`config.mk`:
```
export PLATFORM = sky130hd
export DESIGN_NAME = integer_field_formatter
export DESIGN_NICKNAME = d
export VERILOG_FILES = /design/src/design/iff_pkg.sv /design/src/design/iff_emitter.sv /design/src/design/integer_field_formatter.sv
export SDC_FILE = /design/constraint.sdc
export NUM_CORES = 1
export LEC_CHECK = 0
export ABC_AREA = 1
export BUFFER_PORTS_ARGS = -buffer_cell sky130_fd_sc_hd__buf_2
export CAP_MARGIN = 25
export CORE_ASPECT_RATIO = 1.2
export CORE_UTILIZATION = 40
export CTS_CLUSTER_DIAMETER = 120
export DETAILED_ROUTE_END_ITERATION = 12
export PLACE_DENSITY = 0.68
export SLEW_MARGIN = 25
export SYNTH_ARGS = -nofsm -noshare
export SYNTH_HDL_FRONTEND = slang
export SYNTH_SLANG_ARGS = --single-unit
export TNS_END_PERCENT = 10
```
`constraint.sdc`:
```
create_clock -name i_clk -period 21.6 [get_ports i_clk]
set_input_delay 0 -clock i_clk [delete_from_list [all_inputs] [get_ports i_clk]]
set_output_delay 0 -clock i_clk [all_outputs]
set_load 0.02 [all_outputs]
```
`src/design/iff_pkg.sv`:
```
// ----------------------------------------------------------------------------
// Integer field formatter package
// Shared constants, codes, the emission plan structure and the digit
// character function used by the converter and the emitter.
// ----------------------------------------------------------------------------
package iff_pkg;

    localparam int BIN_W       = 64;              // width of the incoming value
    localparam int DIGIT_SLOTS = 22;              // enough for 64-bit octal
    localparam int DIG_W       = 4 * DIGIT_SLOTS; // nibble-per-digit register
    localparam int MAX_FIELD   = 64;
    localparam int PREC_CAP    = MAX_FIELD - 4;

    // Radix codes; any other code converts as decimal.
    localparam logic [1:0] RADIX_HEX = 2'd1;
    localparam logic [1:0] RADIX_OCT = 2'd2;

    localparam logic [7:0] CH_SPACE = 8'h20;
    localparam logic [7:0] CH_PLUS  = 8'h2B;
    localparam logic [7:0] CH_MINUS = 8'h2D;
    localparam logic [7:0] CH_ZERO  = 8'h30;
    localparam logic [7:0] CH_X_LO  = 8'h78;
    localparam logic [7:0] CH_X_UP  = 8'h58;
    localparam logic [7:0] CH_A_LO  = 8'h61;
    localparam logic [7:0] CH_A_UP  = 8'h41;

    // Everything the emitter needs to lay out one field.
    typedef struct packed {
        logic [6:0]       lead_sp;
        logic             sign_en;
        logic [7:0]       sign_char;
        logic             pre_zero;
        logic             pre_x;
        logic [7:0]       x_char;
        logic [6:0]       zeros;
        logic [4:0]       len;
        logic [6:0]       trail_sp;
        logic [6:0]       total;
        logic             upper;
        logic [DIG_W-1:0] digits;   // most significant digit at the top
    } t_plan;

    function automatic logic [7:0] digit_char(input logic [3:0] d, input logic upper);
        logic [7:0] c;
        begin
            if (d < 4'd10) begin
                c = CH_ZERO + {4'd0, d};
            end else if (upper) begin
                c = CH_A_UP + {4'd0, d} - 8'd10;
            end else begin
                c = CH_A_LO + {4'd0, d} - 8'd10;
            end
            return c;
        end
    endfunction

endpackage

```
`src/design/iff_emitter.sv`:
```
// ----------------------------------------------------------------------------
// Integer field formatter emitter
// Walks an emission plan and sends one character per transfer through a
// registered output stage.
// ----------------------------------------------------------------------------
module iff_emitter (
    input  logic          i_clk,
    input  logic          i_rst_n,
    input  logic          i_start,
    input  iff_pkg::t_plan i_plan,
    output logic          o_busy,
    output logic          o_valid,
    input  logic          i_stall,
    output logic [7:0]    o_text_char,
    output logic          o_last_char
);

    iff_pkg::t_plan r_plan;
    iff_pkg::t_plan n_plan;
    logic [6:0]     r_rem;
    logic [6:0]     n_rem;
    logic           r_busy;
    logic           n_busy;
    logic           r_valid;
    logic           n_valid;
    logic [7:0]     r_char;
    logic [7:0]     n_char;
    logic           r_last;
    logic           n_last;
    logic           load;

    assign load = r_busy && (!r_valid || !i_stall);

    always_comb begin
        n_plan  = r_plan;
        n_rem   = r_rem;
        n_busy  = r_busy;
        n_valid = r_valid;
        n_char  = r_char;
        n_last  = r_last;
        if (r_valid && !i_stall) begin
            n_valid = 1'b0;
        end
        if (load) begin
            n_valid = 1'b1;
            n_last  = (r_rem == 7'd1);
            n_rem   = r_rem - 7'd1;
            if (r_rem == 7'd1) begin
                n_busy = 1'b0;
            end
            // Segments in field order: spaces, sign, prefix, zero fill,
            // digits, trailing spaces.
            if (r_plan.lead_sp != 7'd0) begin
                n_char          = iff_pkg::CH_SPACE;
                n_plan.lead_sp  = r_plan.lead_sp - 7'd1;
            end else if (r_plan.sign_en) begin
                n_char          = r_plan.sign_char;
                n_plan.sign_en  = 1'b0;
            end else if (r_plan.pre_zero) begin
                n_char          = iff_pkg::CH_ZERO;
                n_plan.pre_zero = 1'b0;
            end else if (r_plan.pre_x) begin
                n_char          = r_plan.x_char;
                n_plan.pre_x    = 1'b0;
            end else if (r_plan.zeros != 7'd0) begin
                n_char          = iff_pkg::CH_ZERO;
                n_plan.zeros    = r_plan.zeros - 7'd1;
            end else if (r_plan.len != 5'd0) begin
                n_char          = iff_pkg::digit_char(
                                      r_plan.digits[iff_pkg::DIG_W-1 -: 4], r_plan.upper);
                n_plan.digits   = {r_plan.digits[iff_pkg::DIG_W-5:0], 4'd0};
                n_plan.len      = r_plan.len - 5'd1;
            end else begin
                n_char          = iff_pkg::CH_SPACE;
                n_plan.trail_sp = r_plan.trail_sp - 7'd1;
            end
        end
        if (i_start && !r_busy) begin
            n_plan = i_plan;
            n_rem  = i_plan.total;
            n_busy = 1'b1;
        end
    end

    always_ff @(posedge i_clk) begin
        if (!i_rst_n) begin
            r_busy  <= 1'b0;
            r_valid <= 1'b0;
            r_rem   <= 7'd0;
        end else begin
            r_busy  <= n_busy;
            r_valid <= n_valid;
            r_rem   <= n_rem;
        end
        r_plan <= n_plan;
        r_char <= n_char;
        r_last <= n_last;
    end

    assign o_busy      = r_busy;
    assign o_valid     = r_valid;
    assign o_text_char = r_char;
    assign o_last_char = r_last;

endmodule

```
`src/design/integer_field_formatter.sv`:
```
// Sequence: after its transfer a hex or octal item goes through the digit scan (shifts until the
// leading digit is found), the planning state and the emitter load before the first character is
// offered; decimal items first pass through the shift-and-adjust steps of double dabble.
// Throughput: one character per cycle while i_stall is low; the field length N is 1 to 64.
// Conversion of the next item overlaps emission of the current one.
// Reset: synchronous active-low i_rst_n returns the sequencer to idle and empties the output.
// ----------------------------------------------------------------------------
// Integer field formatter
// Converts one 64-bit integer with printf-style options into its text, sent
// one ASCII character per output transfer with a marker on the final one.
// ----------------------------------------------------------------------------
module integer_field_formatter (
    input  logic        i_clk,
    input  logic        i_rst_n,
    // input channel
    input  logic        i_valid,
    output logic        o_stall,
    input  logic [63:0] i_number,
    input  logic        i_signed_conv,
    input  logic [1:0]  i_radix_select,
    input  logic [6:0]  i_field_width,
    input  logic [5:0]  i_min_digits,
    input  logic        i_precision_given,
    input  logic        i_zero_pad,
    input  logic        i_left_justify,
    input  logic        i_force_plus,
    input  logic        i_space_sign,
    input  logic        i_alternate_form,
    input  logic        i_upper_case,
    // output channel
    output logic        o_valid,
    input  logic        i_stall,
    output logic [7:0]  o_text_char,
    output logic        o_last_char
);

    // The sequencer owns one shared shifter over the digit register. In the
    // decimal case it runs as a double-dabble converter, one value bit per
    // cycle; in every radix it then shifts leading zero digits out, one
    // digit per cycle, which gives the digit count.
    typedef enum logic [3:0] {
        S_IDLE   = 4'b0001,
        S_DABBLE = 4'b0010,
        S_SCAN   = 4'b0100,
        S_PLAN   = 4'b1000
    } t_state;

    t_state                       r_state;
    t_state                       n_state;
    logic [iff_pkg::DIG_W-1:0]    r_dig;
    logic [iff_pkg::DIG_W-1:0]    n_dig;
    logic [iff_pkg::BIN_W-1:0]    r_bin;
    logic [iff_pkg::BIN_W-1:0]    n_bin;
    logic [6:0]                   r_step;
    logic [6:0]                   n_step;
    logic [4:0]                   r_len;
    logic [4:0]                   n_len;

    // Options held for the planning cycle.
    logic       r_neg;
    logic       r_nonzero;
    logic [1:0] r_radix;
    logic [6:0] r_fwidth;
    logic [5:0] r_prec;
    logic       r_pgiven;
    logic       r_zpad;
    logic       r_left;
    logic       r_plus;
    logic       r_space;
    logic       r_alt;
    logic       r_upper;

    logic                         accept;
    logic                         is_hex;
    logic                         is_oct;
    logic                         in_neg;
    logic [iff_pkg::BIN_W-1:0]    mag;
    logic [iff_pkg::BIN_W+1:0]    mag_x;
    logic [iff_pkg::DIG_W-1:0]    dig_oct;
    logic [iff_pkg::DIG_W-1:0]    dig_adj;

    iff_pkg::t_plan               plan;
    logic                         emit_busy;
    logic                         start;

    assign accept = i_valid && (r_state == S_IDLE);
    assign o_stall = (r_state != S_IDLE);

    assign is_hex = (i_radix_select == iff_pkg::RADIX_HEX);
    assign is_oct = (i_radix_select == iff_pkg::RADIX_OCT);
    // Only decimal honours the signed flag; the negation wraps, so the most
    // negative value comes out as its true magnitude.
    assign in_neg = i_signed_conv && !is_hex && !is_oct && i_number[iff_pkg::BIN_W-1];
    assign mag    = in_neg ? (~i_number + 64'd1) : i_number;
    assign mag_x  = {2'b00, mag};

    // Octal digits are three bits each, widened to one nibble per digit.
    always_comb begin
        for (int k = 0; k < iff_pkg::DIGIT_SLOTS; k++) begin
            dig_oct[4*k +: 4] = {1'b0, mag_x[3*k +: 3]};
        end
    end

    // Double-dabble adjust: every BCD digit of five or more gets three added
    // before the shift, so the shift carries correctly into the next digit.
    always_comb begin
        for (int k = 0; k < iff_pkg::DIGIT_SLOTS; k++) begin
            if (r_dig[4*k +: 4] >= 4'd5) begin
                dig_adj[4*k +: 4] = r_dig[4*k +: 4] + 4'd3;
            end else begin
                dig_adj[4*k +: 4] = r_dig[4*k +: 4];
            end
        end
    end

    always_comb begin
        n_state = r_state;
        n_dig   = r_dig;
        n_bin   = r_bin;
        n_step  = r_step;
        n_len   = r_len;
        unique case (r_state)
            S_IDLE: begin
                if (accept) begin
                    n_len = 5'(iff_pkg::DIGIT_SLOTS);
                    n_bin = mag;
                    if (is_hex) begin
                        n_dig   = {{(iff_pkg::DIG_W-iff_pkg::BIN_W){1'b0}}, mag};
                        n_state = S_SCAN;
                    end else if (is_oct) begin
                        n_dig   = dig_oct;
                        n_state = S_SCAN;
                    end else begin
                        n_dig   = '0;
                        n_step  = 7'(iff_pkg::BIN_W);
                        n_state = S_DABBLE;
                    end
                end
            end
            S_DABBLE: begin
                n_dig  = {dig_adj[iff_pkg::DIG_W-2:0], r_bin[iff_pkg::BIN_W-1]};
                n_bin  = {r_bin[iff_pkg::BIN_W-2:0], 1'b0};
                n_step = r_step - 7'd1;
                if (r_step == 7'd1) begin
                    n_state = S_SCAN;
                end
            end
            S_SCAN: begin
                // Zero itself keeps a single digit.
                if (r_dig[iff_pkg::DIG_W-1 -: 4] == 4'd0 && r_len > 5'd1) begin
                    n_dig = {r_dig[iff_pkg::DIG_W-5:0], 4'd0};
                    n_len = r_len - 5'd1;
                end else begin
                    n_state = S_PLAN;
                end
            end
            S_PLAN: begin
                // Wait here until the emitter has taken the previous field.
                if (!emit_busy) begin
                    n_state = S_IDLE;
                end
            end
            default: begin
                n_state = S_IDLE;
            end
        endcase
    end

    assign start = (r_state == S_PLAN) && !emit_busy;

    // Field layout from the digit count and the held options.
    logic [5:0] prec_c;
    logic [6:0] fw_c;
    logic [6:0] zeros_p;
    logic [6:0] base_total;
    logic [6:0] pad;
    logic       sign_en;
    logic       pre_zero;
    logic       pre_x;
    logic       fill_zero;

    always_comb begin
        prec_c  = (r_prec > 6'(iff_pkg::PREC_CAP)) ? 6'(iff_pkg::PREC_CAP) : r_prec;
        fw_c    = (r_fwidth > 7'(iff_pkg::MAX_FIELD)) ? 7'(iff_pkg::MAX_FIELD) : r_fwidth;
        zeros_p = (r_pgiven && {1'b0, prec_c} > {2'b00, r_len})
                  ? ({1'b0, prec_c} - {2'b00, r_len}) : 7'd0;
        sign_en = r_neg || r_plus || r_space;
        // Hex prefix is 0x or 0X; the octal 0 is dropped when precision zero
        // fill already leads the digits.
        pre_x    = r_alt && r_nonzero && (r_radix == iff_pkg::RADIX_HEX);
        pre_zero = pre_x ||
                   (r_alt && r_nonzero && (r_radix == iff_pkg::RADIX_OCT) && zeros_p == 7'd0);
        base_total = {2'b00, r_len} + zeros_p + {6'd0, sign_en}
                     + {6'd0, pre_zero} + {6'd0, pre_x};
        pad        = (fw_c > base_total) ? (fw_c - base_total) : 7'd0;
        fill_zero  = r_zpad && !r_left && !r_pgiven;

        plan.lead_sp   = (!fill_zero && !r_left) ? pad : 7'd0;
        plan.trail_sp  = (!fill_zero && r_left) ? pad : 7'd0;
        plan.zeros     = fill_zero ? (zeros_p + pad) : zeros_p;
        plan.sign_en   = sign_en;
        plan.sign_char = r_neg ? iff_pkg::CH_MINUS
                       : (r_plus ? iff_pkg::CH_PLUS : iff_pkg::CH_SPACE);
        plan.pre_zero  = pre_zero;
        plan.pre_x     = pre_x;
        plan.x_char    = r_upper ? iff_pkg::CH_X_UP : iff_pkg::CH_X_LO;
        plan.len       = r_len;
        plan.total     = base_total + pad;
        plan.upper     = r_upper;
        plan.digits    = r_dig;
    end

    always_ff @(posedge i_clk) begin
        if (!i_rst_n) begin
            r_state <= S_IDLE;
            r_step  <= 7'd0;
            r_len   <= 5'd0;
        end else begin
            r_state <= n_state;
            r_step  <= n_step;
            r_len   <= n_len;
        end
        r_dig <= n_dig;
        r_bin <= n_bin;
        if (accept) begin
            r_neg     <= in_neg;
            r_nonzero <= (i_number != 64'd0);
            r_radix   <= i_radix_select;
            r_fwidth  <= i_field_width;
            r_prec    <= i_min_digits;
            r_pgiven  <= i_precision_given;
            r_zpad    <= i_zero_pad;
            r_left    <= i_left_justify;
            r_plus    <= i_force_plus;
            r_space   <= i_space_sign;
            r_alt     <= i_alternate_form;
            r_upper   <= i_upper_case;
        end
    end

    iff_emitter u_emitter (
        .i_clk       (i_clk),
        .i_rst_n     (i_rst_n),
        .i_start     (start),
        .i_plan      (plan),
        .o_busy      (emit_busy),
        .o_valid     (o_valid),
        .i_stall     (i_stall),
        .o_text_char (o_text_char),
        .o_last_char (o_last_char)
    );

endmodule
```
; Yosys cells after proc, flatten, opt, wreduce, memory -nomap -nowiden
; Cells that the tools add are included.
[op_classes]
muxes = 92
addsub = 43
reduce_logical = 58
n_eq_ne = 24
bitwise_logic = 1
n_lt_le_gt_ge = 28
[ops]
columns = operator, n
row1 = $mux 88, 9
row2 = $pmux 88 s3, 1
row3 = $mux 85, 2
row4 = $mux 141, 1
row5 = $mux 64, 2
row6 = $pmux 64 s2, 1
row7 = $mux 4, 27
row8 = $mux 7, 14
row9 = $mux 19, 5
row10 = $ge 4x3->1 const B, 22
row11 = $add 4x2->4 const B, 21
row12 = $add 64x1->64 const B, 1
row13 = $mux 8, 8
row14 = $not 64->64, 1
row15 = $reduce_bool 64->1, 1
row16 = $sub 7x1->7 const B, 5
row17 = $ne 2x2->1 const B, 13
row18 = $add 7x1->7, 3
row19 = $logic_and 1x1->1, 18
row20 = $add 7x4->8 const A, 2
row21 = $pmux 4 s4, 1
row22 = $reduce_bool 2->1, 8
row23 = $sub 8x4->8 const B, 2
row24 = $mux 5, 3
row25 = other kinds (40), 75
[word_totals]
elab_cells = 280
out_inout_bits = 11
ff_bits = 351

; Depth between registers and ports, before layout
; Gate-level depths: netlist of the first run.
[logic_depth]
ltp_word = 15
ltp_mapped = 45
ltp_nobuf = 44

; Hierarchy
; Synthesis of the first run repeated with hierarchy kept, for this count alone.
[unflattened]
hier_cells = 2722
area_unflattened_um2 = 21550.7
[modules_own_cells]
columns = mod, area_each_um2, n_inst, cells_each
row1 = integer_field_formatter, 14923.1, 1, 2040
row2 = iff_emitter, 6627.6, 1, 682

; Least setup slack after synthesis of the first run
; OpenSTA, ideal clock, no wires.
[synth_timing]
path_type = register to register
from = reg u_emitter.r_plan[137] (netlist bit)
to = reg u_emitter.r_plan[0] (netlist bit), enable pin
synth_period_minus_slack_ns = 11.368
t_required_ns = 20.802
n_path_buf = 0
arrival_time_ns = 10.571
path_stages_with_launch = 8
setup_slack_ns = 10.232
cell_sequence = edfxtp_1 > nor4_1 > nand2_1 > nor2_2 > inv_1 > nor2_1 > inv_1 > o41ai_1
[synth_between]
elab_chain_cells = 3
[synth_lines]
columns = element, line_no
row1 = from (decl), iff_emitter.sv:18  ; iff_pkg::t_plan r_plan;
row2 = from (signal assigned), iff_emitter.sv:95  ; r_plan <= n_plan;
row3 = $reduce_bool 7->1, iff_emitter.sv:53  ; if (r_plan.lead_sp != 7'd0) begin
row4 = $ne 2x2->1 (no source line), n/a
row5 = $reduce_and 7->1 (no source line), n/a
; Every way passes these cells.
; A chain may end at the register's enable or synchronous reset.

==> impl_results.md, run 1 <==
- Status: finished, final reports clean
- Internal power: 1.56 mW
- Final non-filler cell total: 3,380
- Final setup vio count: 0
- Synthesis-stage register bit count: 324
- Top cells by count, synth: 609 x nand2_1, 311 x inv_1, 299 x edfxtp_1
- Leading cell type by number of instances after synthesis: nand2_1
- Die area: 53,000 sq um
- CP startpoint: r_prec[5]$_DFFE_PP_
- Layout cells sized above 1: 8.95%
- VDD IR max: 0.0741 mV
- ANT cells: 0
- Clock slew at the register clock pins of the worst setup and hold paths: 0.06 ns
- Seq/Total Area, Yosys: 45.5%
- Unrepaired setup endpoints after global routing: false
- GRT overflow: 0
- Share of the synthesized area in the top cell type: 43.1%
- CTS resizes: 0
- CTS Buf Count: 36
- CP arrival: 7.58 ns
- Nets: 2,846
- H-tree depth: 2
- First drt pass iteration count: 5
- ANT nets after route: 0
- Yosys cell types: 63
- CP most frequent cell: nand2_1
- RR Startpoint: r_prec[5]$_DFFE_PP_
- Final hold slack: 0.0309 ns
- Static leakage: 9.96 nW
- Syn nets: 2,736
- Core area: 51,500 sq um
- Worst EP required: 21.90 ns
- Slowest-stage cell, CP: fa_1
- Critical Path Max Stage Delay: 0.50 ns
- Post-Route WL: 58,200 microns
- Mean area per synthesized cell: 8.19 sq um
- Sink Count: 324
- Area contributors post-synth: edfxtp_1 43%, nand2_1 11%, o21ai_0 6.4%
- R2R cell count: 39
- Latest clock arrival within the worst-skew pair: 0.56 ns
- Max Cap Viol: 0
- Setup crit end kind: register
- DIE WIDTH: 210 microns
- Number of flops mapped to enable cells by yosys: 299
- Sw Share: 40.7%
- TritonCTS clock tree: done
- Antenna violations before repair: 1
- Pre-CTS setup slack: 14.33 ns
- Setup slack after layout: 14.32 ns
- Initial core utilization: 40.5%
- Area leader, netlist: edfxtp_1
- Slew Limit Fails: 0
- Die height: 252 microns
- Num ports: 102
- Async SR Flop Fraction: 0%
- Yosys warning count: 0
- Detailed placement HPWL: 43,300 microns
- Vias per inst: 5.31
- Pin count of the biggest net entering global routing: 109
- I/O Buffers: 100
- Kind of critical path: reg -> reg
- Pwr/cell area: 112 nW/um^2
- Slew Limit Headroom: 34.8%
- Placed cell count: 3,267
- Final Hold Fails: 0
- Worst Tran Pin Value: 0.976 ns
- Area grow syn2layout: 13.0%
- Initial DRC count: 1,542
- DR vias: 18,000
- Syn Std Cell Area: 20,800 sq um
- P_sw: 1.07 mW
- Vias in the first global route: 17,300
- Setup crit end: u_emitter.r_plan[114]$_DFFE_PP_
- Clk buf depth: 3
- Combinational power share: 40.5%
- Top FF cell, synth: edfxtp_1
- F_max: 137 MHz
- Seq pwr share: 36.7%
- Synthesized instance count: 2,545
- Clk root buf: clkbuf_16
- Post-CTS setup buffers: 0
- HP Start: i_number[61]
- CP startpoint kind: register
- Clock network power share: 22.8%
- GPL Wtd Cong: 0.945
- Setup TNS: 0 ns
- Crit-path max FO: 12
- R2R setup slack: 14.32 ns
- Period utilization: 33.7%
- Gr usage total: 21.8%
- Worst hold-check path type: in -> reg
- DRC Markers: 0
- First-pass GRT wire length: 91,100 microns
- Skew final: 0.0350 ns
- Routed len/inst: 17.2 microns
- Min Tclk post-route: 7.28 ns
- RR Endpoint: u_emitter.r_plan[114]$_DFFE_PP_
- Row cnt: 91
- Fillers: 5,087
## critical path: cells and delay by family, from the launching register on
| family | cells | cell delay, ns |
|---|---|---|
| simple gates | 20 | 2.76 |
| fa+ha+maj | 5 | 2.02 |
| compound gates | 8 | 1.13 |
| flops | 1 | 0.42 |
| buf+inv | 5 | 0.42 |
| xor+xnor | 1 | 0.24 |
## per-stage QoR
step / area [sq um] / utilization, % / total power [mW]
final: 23500 / 45.7 / 2.63
after global routing: 23500 / 45.7 / 2.82
after floorplan: 20800 / - / 1.73
after detailed placement: 21900 / 42.6 / 2.02
after global placement: 21900 / 42.6 / 1.97
after CTS: 23500 / 45.7 / 2.64
## power groups by stage
| stage | registers, mW | logic (mW) | clock network [mW] |
|---|---|---|---|
| 3_3_place_gp | 0.966 | 1.01 | 0 |
| 6_report | 0.966 | 1.07 | 0.602 |
| 2_1_floorplan | 0.958 | 0.774 | 0 |
| 4_1_cts | 0.962 | 1.06 | 0.615 |
| 5_1_grt | 0.981 | 1.21 | 0.634 |
| 3_5_place_dp | 0.974 | 1.04 | 0 |
## sequential cells by signal (all words and copies together), names as in the netlist, 2 cells and up
name,count
u_emitter.r_plan,115
r_dig,88
r_bin,64
r_fwidth,7
r_step,7
u_emitter.o_text_char,7
u_emitter.r_rem,7
r_prec,6
r_len,5
r_state,4
r_radix,2
## cell type report
class / count / area, sq um / share of cell area [%]
Timing Repair Buffer: 157 / 1050 / 4.46
Tap cell: 697 / 872 / 3.71
Inverter: 327 / 1230 / 5.23
Multi-Input combinational cell: 1809 / 9760 / 41.5
Clock buffer: 52 / 1030 / 4.39
Sequential cell: 324 / 9480 / 40.3
Clock inverter: 14 / 108 / 0.457
## cells by family (layout without fill, tap and decap cells)
family | Yosys count | in the layout | share of synthesized area, %
other | 1 | 1 | 0.0180
AND/OR/NAND/NOR | 1099 | 1099 | 22.8
XOR/XNOR | 83 | 83 | 3.60
buffers and inverters | 412 | 550 | 7.83
adder cells (fa/ha/maj) | 100 | 100 | 6.26
flip-flops | 324 | 324 | 45.5
AO/OA/AOI/OAI | 526 | 526 | 14.0
## layer usage
| metal | track usage, % | wire (microns) | vias to the layer above |
|---|---|---|---|
| li1 | - | - | 8789 |
| met1 | 26.9 | 24300 | 8445 |
| met2 | 38.2 | 28600 | 622 |
| met3 | 2.65 | 3280 | 107 |
| met4 | 8.95 | 2080 | 0 |
| met5 | 0 | 0 | - |
## how the worst min path moves through the flow
stage | end | slack (ns) | cells after the start
detailed placement | r_fwidth[1]$_DFFE_PP_ | 0.18 | 1
CTS | r_dig[45]$_DFFE_PP_ | 0.004 | 5
global route | r_bin[61]$_DFFE_PP_ | 0.02 | 4
global placement | r_fwidth[4]$_DFFE_PP_ | 0.18 | 1
finish | r_bin[61]$_DFFE_PP_ | 0.03 | 4
floorplan | r_state[0]$_SDFFE_PN1P_ | 0.08 | 1
## layout by cell type (no fill, tap or decap), drive strengths merged, types with 2 or more instances in the layout
master and instances:
a21oi 116, nand2 616, o22ai 17, o211ai 31
nor2 251, o2111ai 6, o32ai 3, nand4 19
clkbuf 52, a31oi 11, dlygate4sd3 47, and2 2
or2 12, xor2 69, o221ai 5, a22oi 12
o21bai 7, edfxtp 299, a32oi 6, nor4 4
nand3b 9, buf 110, fa 7, nor3 34
nor3b 2, inv 324, nand3 149, o31ai 5
o21ai 299, dfxtp 25, xnor2 14, a221oi 2
ha 93, clkinv 16
## what timing repair did
item,4_1_cts,5_1_grt
endpoints found under the setup margin,0,0
hold endpoints to repair,65,0
hold buffers,47,0
No activity file was read; power rests on OpenSTA's default activity.
==> run 2: changes to the inputs <==
==> constraint.sdc (replaced) <==
create_clock -name i_clk -period 7.5 [get_ports i_clk]
set_input_delay 0 -clock i_clk [delete_from_list [all_inputs] [get_ports i_clk]]
set_output_delay 0 -clock i_clk [all_outputs]
set_load 0.02 [all_outputs]
==> impl_results.md, run 2 (synthesis results as in run 1) <==
- Status: finished, final reports clean
- Routed len/inst: 17.2 microns (about the same)
- Area grow syn2layout: 13.6%
- Clock slew at the register clock pins of the worst setup and hold paths: 0.07 ns (about the same)
- Pwr/cell area: 326 nW/um^2 (+190%)
- DRC Markers: 0 (unchanged)
- Latest clock arrival within the worst-skew pair: 0.56 ns (about the same)
- Final design area excluding fillers: 23,700 sq um (+0.59%)
- Initial core utilization: 40.5% (unchanged)
- Post-Route WL: 58,400 microns (+0.19%)
- VDD IR max: 0.213 mV (+190%)
- Final setup vio count: 0 (unchanged)
- Setup slack after layout: 0.510 ns (-13.81 ns)
- Final hold slack: 0.0253 ns (-0.00556 ns)
- Max Cap Viol: 0 (unchanged)
- Static leakage: 10.0 nW (+0.83%)
- HP Start: i_number[30]
- F_max: 143 MHz (+4.2%)
- Worst EP required: 7.80 ns (-14.10 ns)
- Num ports: 102 (unchanged)
- Most common cell after layout, fill and taps aside: nand2_1
- Footprint of the multi-input gates: 9800 sq um (+0.38%)
- Max layer used: met4
- Met3 WL: 2970 microns (-9.4%)
- Initial DRC count: 1,357 (-12%)
- Detailed placement HPWL: 43,200 microns (-0.13%)
- Clk buf depth: 3 (unchanged)
- Vias in the first global route: 17,600 (+1.5%)
- CP startpoint: r_prec[5]$_DFFE_PP_
- Largest register FFs: 115 (unchanged)
- GRT overflow: 0 (unchanged)
- Met2 Routed Length: 28,700 microns (+0.27%)
- CP arrival: 7.29 ns (-0.29 ns)
- Commonest non-fill, non-tap cells in the layout: 608 x nand2_1, 311 x inv_1, 299 x edfxtp_1
- Gr usage total: 21.8% (+0.048 points)
- Final Hold Fails: 0 (unchanged)
- CP most frequent cell: nand2_1
- Row cnt: 91 (unchanged)
- Worst hold-check path type: in -> reg
- Slew Limit Headroom: 35.6% (+0.85 points)
- Pre-CTS setup slack: 0.292 ns (-14.04 ns)
- GPL Wtd Cong: 0.933 (-1.3%)
- Nets: 2,853 (+0.25%)
- M1 WL: 24,800 microns (+1.8%)
- Die area: 53,000 sq um (unchanged)
- Worst Tran Pin Value: 0.966 ns (-0.0104 ns)
- Antenna violations before repair: 1 (unchanged)
- Placed cell count: 3,272 (+0.15%)
- Kind of critical path: reg -> reg
- FF+latch area: 9480 sq um (unchanged)
- RR Startpoint: r_prec[5]$_DFFE_PP_
- Final non-filler cell total: 3,386 (+0.18%)
- Design Power: 7.72 mW (+190%)
- Vias per inst: 5.34 (+0.49%)
- Core area: 51,500 sq um (unchanged)
- Period utilization: 93.2% (+59 points)
- Clk root buf: clkbuf_16
- H-tree depth: 2 (unchanged)
- Critical Path Max Stage Delay: 0.51 ns (about the same)
- Min Tclk post-route: 6.99 ns (-0.293 ns)
- TritonCTS clock tree: done
- DIE WIDTH: 210 microns (unchanged)
- I/O Buffers: 100 (unchanged)
- First-pass GRT wire length: 91,900 microns (+0.90%)
- Utilization after layout: 46.0% (+0.27 points)
- Crit-path max FO: 12 (unchanged)
- Biggest regs: u_emitter.r_plan: 115 flops, r_dig: 88 flops, r_bin: 64 flops
- Placed instance area: 22,000 sq um (+0.24%)
- Slew Limit Fails: 0 (unchanged)
- Setup TNS: 0 ns (unchanged)
- Sink Count: 324 (unchanged)
- Slowest-stage cell, CP: fa_1
- Die height: 252 microns (unchanged)
- Skew final: 0.0345 ns (-0.000522 ns)
- Layout cells sized above 1: 9.45% (+0.50 points)
- Fillers: 5,073 (-0.28%)
- DR vias: 18,100 (+0.67%)
- CTS Buf Count: 37 (+2.8%)
- Pin count of the biggest net entering global routing: 109 (unchanged)
- ANT nets after route: 0 (unchanged)
- ANT cells: 0 (unchanged)
- First drt pass iteration count: 5 (unchanged)
- Biggest register: u_emitter.r_plan
- CP startpoint kind: register
- Setup crit end kind: register
-- run 2: cell count changes in the layout (fill, tap and decap cells not counted), sizes merged --
cell      change
clkbuf        -4
buf           +6
bufinv        +2
clkinvlp      +1
inv           +2
clkinv        -1
-- run 2: layout make-up --
type / instances / area share, %
multi-input cells: 1809 / 41.4
clock inverters: 18 / 0.798
clock buffers: 48 / 4.22
well taps: 697 / 3.68
repair buffers: 163 / 4.66
inverters: 327 / 5.20
flip-flops and latches: 324 / 40.0
-- run 2: path summary, 6_finish.rpt --
| path | depth (start not counted) | to | slack [ns] |
|---|---|---|---|
| worst max-delay path | 41 | u_emitter.r_plan[113]$_DFFE_PP_ | 0.51 |
| worst min-delay path | 3 | r_bin[30]$_DFFE_PP_ | 0.03 |
| worst max register to register | 41 | u_emitter.r_plan[113]$_DFFE_PP_ | 0.51 |
| worst min register to register | 0 | u_emitter.r_plan[127]$_SDFFCE_PP1P_ | 0.48 |
-- run 2: worst max-delay path: cells and delay by family (launching register included) --
kind	cells	cell delay [ns]
DFF	1	0.44
and+or+nand+nor	19	2.00
adders and majority gates	5	1.91
AOI/OAI and AO/OA	11	1.76
buffers and inverters	5	0.37
xor gates and xnor gates	1	0.22
-- run 2: power by group --
group	leakage (nW)	switching [mW]	internal (mW)	total [mW]
clock	0.575	0.753	1.05	1.80
sequential	3.04	0.274	2.50	2.78
combinational	6.43	2.11	1.03	3.14
total	10.0	3.14	4.58	7.72
-- run 2: timing repair --
| action | CTS | global route |
|---|---|---|
| setup buffers | 0 | 1 |
| resized for setup | 0 | 8 |
| endpoints found under the hold margin | 64 | 0 |
| endpoints found under the setup margin | 0 | 7 |
| hold buffers | 47 | 0 |
-- run 2: per-layer routing --
layer / GRT usage, % / up-vias
met3: 2.63 / 121
met1: 27.3 / 8571
met2: 38.3 / 581
met4: 8.15 / 0
li1: - / 8810
met5: 0 / -
